<file path="src/hdl/scr_pkg.sv">
// ----------------------------------------------------------------------------
// scr_pkg
// shared types and constants of the sound chip register and buffer unit
// ----------------------------------------------------------------------------
package scr_pkg;

    localparam int BUF_BYTES  = 2048;
    localparam int BUF_AW     = $clog2(BUF_BYTES);
    localparam int HALF_AW    = BUF_AW - 1;

    // register window indexes, 0x800 upwards
    localparam logic [2:0] REG_VERSION = 3'd0;
    localparam logic [2:0] REG_MODE    = 3'd1;
    localparam logic [2:0] REG_CHANNEL = 3'd2;
    localparam logic [2:0] REG_FIFO    = 3'd3;
    localparam logic [2:0] REG_IRQ     = 3'd4;
    localparam logic [2:0] REG_MISC    = 3'd5;
    localparam logic [2:0] REG_VOLUME  = 3'd6;
    localparam logic [2:0] REG_CLOCK   = 3'd7;

    localparam logic [12:0] REG_PAGE   = 13'h100;

    localparam logic [1:0] MODE_PCM    = 2'd1;

    localparam logic [7:0] MASK_MODE    = 8'h03;
    localparam logic [7:0] MASK_CHANNEL = 8'h83;
    localparam logic [7:0] MASK_FIFO    = 8'h83;
    localparam logic [7:0] MASK_MISC    = 8'h8f;
    localparam logic [7:0] MASK_VOLUME  = 8'hfc;
    localparam logic [7:0] MASK_CLOCK   = 8'h03;
    localparam logic [7:0] IRQ_STATUS   = 8'hff;

    // controller to datapath
    typedef struct packed {
        logic load;
        logic clr_wr;
        logic wr_byte;
        logic rd_issue;
        logic rd_capture;
        logic finish;
    } t_cmd;

    // datapath to controller
    typedef struct packed {
        logic in_write;
        logic in_size_zero;
        logic cnt_last;
        logic clr_last;
        logic out_free;
    } t_status;

endpackage

</file>
<file path="src/hdl/scr_ctrl.sv">
// ----------------------------------------------------------------------------
// scr_ctrl
// sequencer: buffer clearing pass, then one byte operation per step
// ----------------------------------------------------------------------------
module scr_ctrl (
    input  logic             i_clk,
    input  logic             i_rst_n,
    input  logic             i_in_valid,
    output logic             o_in_ready,
    input  scr_pkg::t_status i_status,
    output scr_pkg::t_cmd    o_cmd
);

    import scr_pkg::*;

    localparam logic [2:0] S_CLEAR  = 3'd0;
    localparam logic [2:0] S_IDLE   = 3'd1;
    localparam logic [2:0] S_WRITE  = 3'd2;
    localparam logic [2:0] S_RISSUE = 3'd3;
    localparam logic [2:0] S_RCAP   = 3'd4;
    localparam logic [2:0] S_DONE   = 3'd5;

    logic [2:0] r_state;
    logic [2:0] n_state;

    always_comb begin
        n_state    = r_state;
        o_cmd      = '0;
        o_in_ready = 1'b0;
        case (r_state)
            S_CLEAR: begin
                o_cmd.clr_wr = 1'b1;
                if (i_status.clr_last) begin
                    n_state = S_IDLE;
                end
            end
            S_IDLE: begin
                o_in_ready = 1'b1;
                if (i_in_valid) begin
                    o_cmd.load = 1'b1;
                    if (i_status.in_size_zero) begin
                        n_state = S_DONE;
                    end else if (i_status.in_write) begin
                        n_state = S_WRITE;
                    end else begin
                        n_state = S_RISSUE;
                    end
                end
            end
            S_WRITE: begin
                o_cmd.wr_byte = 1'b1;
                if (i_status.cnt_last) begin
                    n_state = S_DONE;
                end
            end
            S_RISSUE: begin
                o_cmd.rd_issue = 1'b1;
                n_state        = S_RCAP;
            end
            S_RCAP: begin
                o_cmd.rd_capture = 1'b1;
                n_state = i_status.cnt_last ? S_DONE : S_RISSUE;
            end
            S_DONE: begin
                if (i_status.out_free) begin
                    o_cmd.finish = 1'b1;
                    n_state      = S_IDLE;
                end
            end
            default: begin
                n_state = S_CLEAR;
            end
        endcase
    end

    always_ff @(posedge i_clk) begin
        if (!i_rst_n) begin
            r_state <= S_CLEAR;
        end else begin
            r_state <= n_state;
        end
    end

endmodule

</file>
<file path="config.mk">
export PLATFORM = sky130hd
export DESIGN_NAME = scr_ctrl
export DESIGN_NICKNAME = d
export VERILOG_FILES = /design/src/hdl/scr_pkg.sv /design/src/hdl/scr_ctrl.sv
export SDC_FILE = /design/constraint.sdc
export NUM_CORES = 1
export LEC_CHECK = 0
export ABC_CLOCK_PERIOD_IN_PS = 1800
export BUFFER_PORTS_ARGS = -buffer_cell sky130_fd_sc_hd__buf_2
export CORE_AREA = 3 3 40 42
export DETAILED_ROUTE_END_ITERATION = 6
export DIE_AREA = 0 0 43 45
export PLACE_DENSITY = 0.55
export SLEW_MARGIN = 40
export SYNTH_ARGS = -nofsm -noshare
export SYNTH_HDL_FRONTEND = slang
export SYNTH_SLANG_ARGS = --single-unit
</file>
<file path="constraint.sdc">
create_clock -name i_clk -period 1.8 [get_ports i_clk]
set_input_delay 0.18 -clock i_clk [delete_from_list [all_inputs] [get_ports i_clk]]
set_output_delay 0.18 -clock i_clk [all_outputs]
set_load 0.05 [all_outputs]
</file>
==> results by group, run 1 <==
Placement
  – Number of placed instances, taps included: 64
  – Placed wire-length estimate: 551.8 um
  – Placer congestion estimate: 0.7062
  – Placement-stage worst setup slack: 411.6 ps
  – Number of buffers inserted by port buffering: 14

Run status
  – Status: finished, final reports clean

Synth
  – FF+latch count, synth: 3
  – Post-Syn Area per Cell: 7.609 sq um
  – Mapped Cells: 37
  – Mapped Nets: 45
  – Netlist area before placement: 281.5 sq um
  – Synthesis warning total: 0
  – Yosys cell types: 25
  – Share of synthesized area occupied by flip-flops and latches: 21.33%

Routing
  – Met3 WL: 54 um
  – Detailed router's first-iteration violation count: 6
  – Via count: 325
  – Residual DRC: 0
  – DRT met1 WL: 322 um
  – Final antenna-violating net count: 0
  – Via density: 4.779
  – WL met2: 342 um
  – Average detailed-routed wire length per instance: 10.56 um
  – Highest routed layer: met3
  – Final wirelength: 718 um
  – 1st-pass router iterations: 4

Worst hold path
  – Start point of the worst min-delay path: i_status[1]
  – Min-delay worst type: in2reg
  – Worst Hold End: r_state[0]
  – Hold-critical path depth: 3

Floorplanning
  – Number of top-level design ports: 15
  – Die height: 45 um
  – Cell Rows: 13
  – DIE AREA: 1935 sq um
  – CORE AREA: 1285 sq um
  – Die span in x: 43 um
  – Initial standard-cell utilization of the core: 21.91%

Finish
  – Ratio of cells with drive above 1 in the final layout: 47.17%
  – Biggest regs: r_state: 3 flops
  – Post-layout net count: 62
  – Diodes inserted: 0
  – Most common library cell in the layout ignoring fill and taps: buf_2
  – Number of flip-flops under the largest register name: 3
  – Non-filler cells, final: 68
  – Area growth syn-to-layout: 36.89%
  – Largest Register: r_state

Clock tree
  – Insertion delay of the later-clocked pin in the worst-skew pair: 230 ps
  – Clock root cell: clkbuf_4
  – Number of setup buffers added after CTS: 0
  – Clock-pin slew reported for the worst setup and hold paths after clock tree synthesis: 40 ps
  – Number of clock buffers inserted by TritonCTS: 3
  – Maximum level of the CTS H-tree: 1
  – Clock tree from TritonCTS: done
  – Clk buf depth: 2
  – Hold-fix buffer count after cts: 0
  – Clock Sinks: 3
  – Post-CTS sizing: 0

Critical path
  – Required time of the critical path: 1620 ps
  – Critical path fanouts, max: 11
  – Capturing point of the worst reg2reg path: r_state[0]
  – Worst setup startpoint: r_state[1]
  – CP arrival: 1440 ps
  – Worst reg2reg setup slack: 620 ps
  – Crit start category: flop
  – Capturing element type of the critical path: output port
  – Kind of critical path: reg2out
  – Startpoint of the worst register-to-register path: r_state[0]
  – Cells on worst reg2reg path: 4

STA
  – Setup Skew: 0.7647 ps
  – Final setup TNS: 0 ps
  – Smallest setup slack after layout: 178.6 ps
  – Count of final setup violators: 0
  – Tightest slew margin relative to the limit: 75.22%
  – RSZ-0062 raised after global routing: false
  – Timing-limited maximum frequency: 0.6168 GHz
  – Final Hold Vio Count: 0
  – Max-slew violation count: 0
  – Final worst path period share: 90.08%
  – Min cycle time layout: 1621 ps
  – Worst Tran Pin Value: 371.2 ps

Pwr
  – Maximum VDD drop: 0.0003741 V
  – Static power due to leakage: 0.1835 nW
  – Areal power density over the cells: 835.0 nW/um^2

Run
  – Max-cap violations: 0

Global routing
  – Initial antenna violation count: 0
  – Number of global-route vias before repair: 330
  – Overall Global Routing Usage: 8.985%
  – Global-route wire length before repair: 1.283 mm
  – Congestion Overflow GR: 0
  – Pin count of the biggest net entering global routing: 13
[synth_stat cells, drive strengths merged]
| library cell | count | area, sq um |
|---|---|---|
| nor3 | 2 | 10.01 |
| buf | 1 | 11.26 |
| nand4 | 1 | 6.260 |
| inv | 1 | 3.750 |
| and3 | 1 | 7.510 |
| nand3b | 1 | 7.510 |
| nand3 | 1 | 5.000 |
| a221oi | 2 | 23.77 |
| nand2 | 3 | 11.26 |
| nor2b | 2 | 20.02 |
| nand2b | 1 | 6.260 |
| o211ai | 1 | 7.510 |
| and2b | 3 | 25.03 |
| a21oi | 1 | 5.000 |
| and2 | 3 | 20.02 |
| clkbuf | 1 | 7.510 |
| nand4b | 1 | 8.760 |
| o21ai | 4 | 20.01 |
| dfxtp | 3 | 60.06 |
| nor2 | 4 | 15.01 |
[per-stage QoR]
stage | hold WS (ps) | cell area [sq um] | power [W] | util, %
3_5_place_dp | 483.8 | 359.1 | 0.0002072 | 27.95
2_1_floorplan | 326.4 | 289.0 | 0.0001836 | -
4_1_cts | 227.8 | 385.4 | 0.0003326 | 29.99
3_3_place_gp | 475.7 | 359.1 | 0.0002073 | 27.95
5_1_grt | 248.9 | 385.4 | 0.0003478 | 29.99
6_report | 236.6 | 385.4 | 0.0003218 | 29.99
[layer usage]
layer | vias to the layer above | GRT usage (%)
met5 | - | 0
met4 | 0 | 7.229
met3 | 0 | 1.594
met2 | 9 | 14.07
met1 | 147 | 10.82
li1 | 169 | -
[cell families (layout without fill, tap and decap cells)]
group	count (synthesis)	in the layout	share of synthesized area [%]
AOI/OAI and AO/OA	8	8	20.00
buffers and inverters	3	19	7.999
DFF	3	3	21.33
and+or+nand+nor	23	23	50.67
[power by group]
group / leakage (nW) / total (W) / internal (W) / switching, W
Combinational: 0.144 / 0.000117 / 0.0000413 / 0.0000761
Sequential: 0.0246 / 0.0000877 / 0.0000724 / 0.0000153
Clock: 0.0150 / 0.000117 / 0.0000830 / 0.0000336
Total: 0.184 / 0.000322 / 0.000197 / 0.000125
[critical path, stage by stage, from the launching register on]
cell	delay (ps)
dfxtp_1	530
and2b_1	270
and3_2	210
buf_2	200
[how the worst max path moves through the flow]
stage | to | depth (start not counted)
global placement | o_cmd[0] | 3
finish | o_cmd[0] | 3
floorplan | o_cmd[5] | 3
detailed placement | o_cmd[0] | 3
global route | o_cmd[0] | 3
CTS | o_cmd[0] | 3
[area by class of cell]
cell class / count / area [sq um]
clock buffer: 4 / 26.28
fill: 150 / 899.6
inverter: 1 / 3.754
multi-input combinational: 31 / 206.4
sequential: 3 / 60.06
tap: 15 / 18.77
timing repair buffer: 14 / 70.07
(Power assumes the default switching activity.)
==> run 2: changes to the inputs <==
- ABC_AREA: unset -> 1
- ABC_CLOCK_PERIOD_IN_PS: 1800 -> 1950
- PLACE_DENSITY: 0.55 -> 0.56
- REMOVE_ABC_BUFFERS: unset -> 1
- clock period: 1.8 -> 1.95 ns (I/O delays scaled with it)
==> results by group, run 2 <==
Run status
  – Status: finished, final reports clean

STA
  – RSZ-0062 raised after global routing: false
  – Min cycle time layout: 1538 ps
  – Final Hold Vio Count: 0
  – Timing-limited maximum frequency: 0.6500 GHz
  – Max-slew violation count: 0
  – Setup Skew: 3.372 ps
  – Tightest slew margin relative to the limit: 81.45%
  – Worst Tran Pin Value: 277.9 ps
  – Final worst path period share: 78.90%
  – Smallest setup slack after layout: 411.5 ps
  – Count of final setup violators: 0

Worst hold path
  – Min-delay worst type: in2reg
  – Hold-critical path depth: 3

Finish
  – Area growth syn-to-layout: 36.60%
  – Most frequent cells in the layout: 14 x buf_2, 10 x inv_1, 8 x nand2_1
  – Fill cell total of the finished layout: 149
  – Biggest regs: r_state: 3 flops
  – Post-layout net count: 76
  – Ratio of cells with drive above 1 in the final layout: 40.30%
  – Largest Register: r_state
  – Number of flip-flops under the largest register name: 3
  – Most common library cell in the layout ignoring fill and taps: buf_2
  – Diodes inserted: 0
  – Post-layout utilization of the core: 31.26%
  – Non-filler cells, final: 82

Pwr
  – Clock network power share: 32.9%
  – Static power due to leakage: 0.2382 nW
  – Net switching power of the design: 0.0001505 W
  – Internal power summed over all cells: 0.0001857 W
  – Comb power frac: 42.6%
  – Maximum VDD drop: 0.0001996 V
  – Switching power share of the total: 44.77%
  – Register share of total power: 24.5%
  – Areal power density over the cells: 837.1 nW/um^2

Placement
  – Placer congestion estimate: 0.7492
  – Placement-stage worst setup slack: 661.5 ps
  – Placed wire-length estimate: 618.9 um
  – Number of placed instances, taps included: 78
  – Number of buffers inserted by port buffering: 14

Routing
  – Residual DRC: 0
  – 1st-pass router iterations: 4
  – Final antenna-violating net count: 0
  – Detailed router's first-iteration violation count: 6
  – Final wirelength: 726 um
  – Via density: 4.171
  – Average detailed-routed wire length per instance: 8.854 um
  – Via count: 342

Synth
  – Most used flip-flop cell after synthesis: dfxtp_1
  – Synth top cells by count: 10 x inv_1, 8 x nand2_1, 6 x nand3_1
  – Main area contributors after synthesis: dfxtp_1 20%, inv_1 13%, nand3_1 10%
  – EDFF count, synth: 0
  – Mapped Cells: 50
  – Yosys cell types: 19
  – Leading cell type by number of instances after synthesis: inv_1
  – Synthesis warning total: 0
  – Netlist area before placement: 294.0 sq um
  – Asr flop ratio synth: 0%
  – Share of the synthesized area in the top cell type: 20.43%
  – Post-Syn Area per Cell: 5.881 sq um
  – FF+latch count, synth: 3
  – Share of synthesized area occupied by flip-flops and latches: 20.43%
  – Library cell occupying the most area in the post-synthesis netlist: dfxtp_1

Clock tree
  – Number of setup buffers added after CTS: 0
  – Clock Sinks: 3
  – Clock root cell: clkbuf_4
  – Post-CTS sizing: 0
  – Insertion delay of the later-clocked pin in the worst-skew pair: 240 ps
  – Clk buf depth: 2
  – Hold-fix buffer count after cts: 0
  – Maximum level of the CTS H-tree: 1
  – Number of clock buffers inserted by TritonCTS: 3
  – Clock tree from TritonCTS: done
  – Clock-pin slew reported for the worst setup and hold paths after clock tree synthesis: 40 ps

Floorplanning
  – Die span in x: 43 um
  – Number of top-level design ports: 15
  – CORE AREA: 1285 sq um
  – Cell Rows: 13
  – Die height: 45 um
  – Initial standard-cell utilization of the core: 22.88%
  – DIE AREA: 1935 sq um

Global routing
  – Pin count of the biggest net entering global routing: 9
  – Number of global-route vias before repair: 293
  – Global-route wire length before repair: 1.124 mm
  – Initial antenna violation count: 0
  – Congestion Overflow GR: 0
  – Overall Global Routing Usage: 8.326%

Critical path
  – Kind of critical path: reg2out
  – Cells on worst reg2reg path: 5
  – Crit start category: flop
  – CP arrival: 1340 ps
  – Capturing element type of the critical path: output port
  – Critical path fanouts, max: 7
  – Required time of the critical path: 1750 ps

Run
  – Max-cap violations: 0
run 2: cell types whose count changed in the layout (fill, tap and decap cells not counted), moves of 2 or more:
cell and delta:
and2b_2 -2, nor2_2 +2, nand3_2 +2, and2_1 -2, nand3_1 +5, nand2_1 +5
inv_1 +9, o21ai_1 -2, inv_2 +2
run 2: per-layer routing:
metal	track usage (%)	share of wire, %	up-vias	wire, um
met3	2.390	4.5	2	33
met1	8.193	44	138	323
met2	13.47	48	11	347
met5	0	0	-	0
met4	9.036	2.9	0	21
li1	-	-	191	-
run 2: kinds of logic (layout without fill, tap and decap cells):
logic type	count (synthesis)	count (layout)	share of synthesized area, %
AOI/OAI and AO/OA	5	5	9.785
buffers and inverters	14	31	19.15
DFF	3	3	20.43
and+or+nand+nor	28	28	50.64
run 2: power by group through the flow:
stage	Sequential, W	Clock, W	Combinational, W
2_1_floorplan	0.0000809	0	0.000113
3_3_place_gp	0.0000832	0	0.000145
3_5_place_dp	0.0000832	0	0.000144
4_1_cts	0.0000822	0.000116	0.000145
5_1_grt	0.0000839	0.000124	0.000156
6_report	0.0000823	0.000111	0.000143
run 2: worst max-delay path, stage by stage, from the launching register on:
cell and delay [ps]:
dfxtp_1 460, inv_2 70, nor2_2 130, nand2_2 70, nor2_1 90, buf_2 270
run 2: final timing paths:
kind	from	end	slack [ps]
max	r_state[0]	o_cmd[5]	410
min	i_rst_n	r_state[1]	230
max reg2reg	r_state[1]	r_state[0]	720
min reg2reg	r_state[1]	r_state[1]	610
run 2: layout make-up:
| class | count | area [sq um] | area share (%) |
|---|---|---|---|
| flip-flops and latches | 3 | 60.06 | 14.95 |
| clock buffers | 4 | 26.28 | 6.542 |
| multi-input cells | 33 | 177.7 | 44.24 |
| inverters | 13 | 48.80 | 12.15 |
| repair buffers | 14 | 70.07 | 17.45 |
| well taps | 15 | 18.77 | 4.673 |
run 2: stage by stage:
stage          total power (W)  TNS, ps  hold slack [ps]  cell area [sq um]
2_1_floorplan        0.0001944   -305.9            335.2              286.5
3_3_place_gp         0.0002279        0            465.3              375.4
3_5_place_dp         0.0002275        0            469.5              375.4
4_1_cts              0.0003426        0            222.4              401.6
5_1_grt              0.0003633        0            228.1              401.6
6_report             0.0003362        0            228.0              401.6
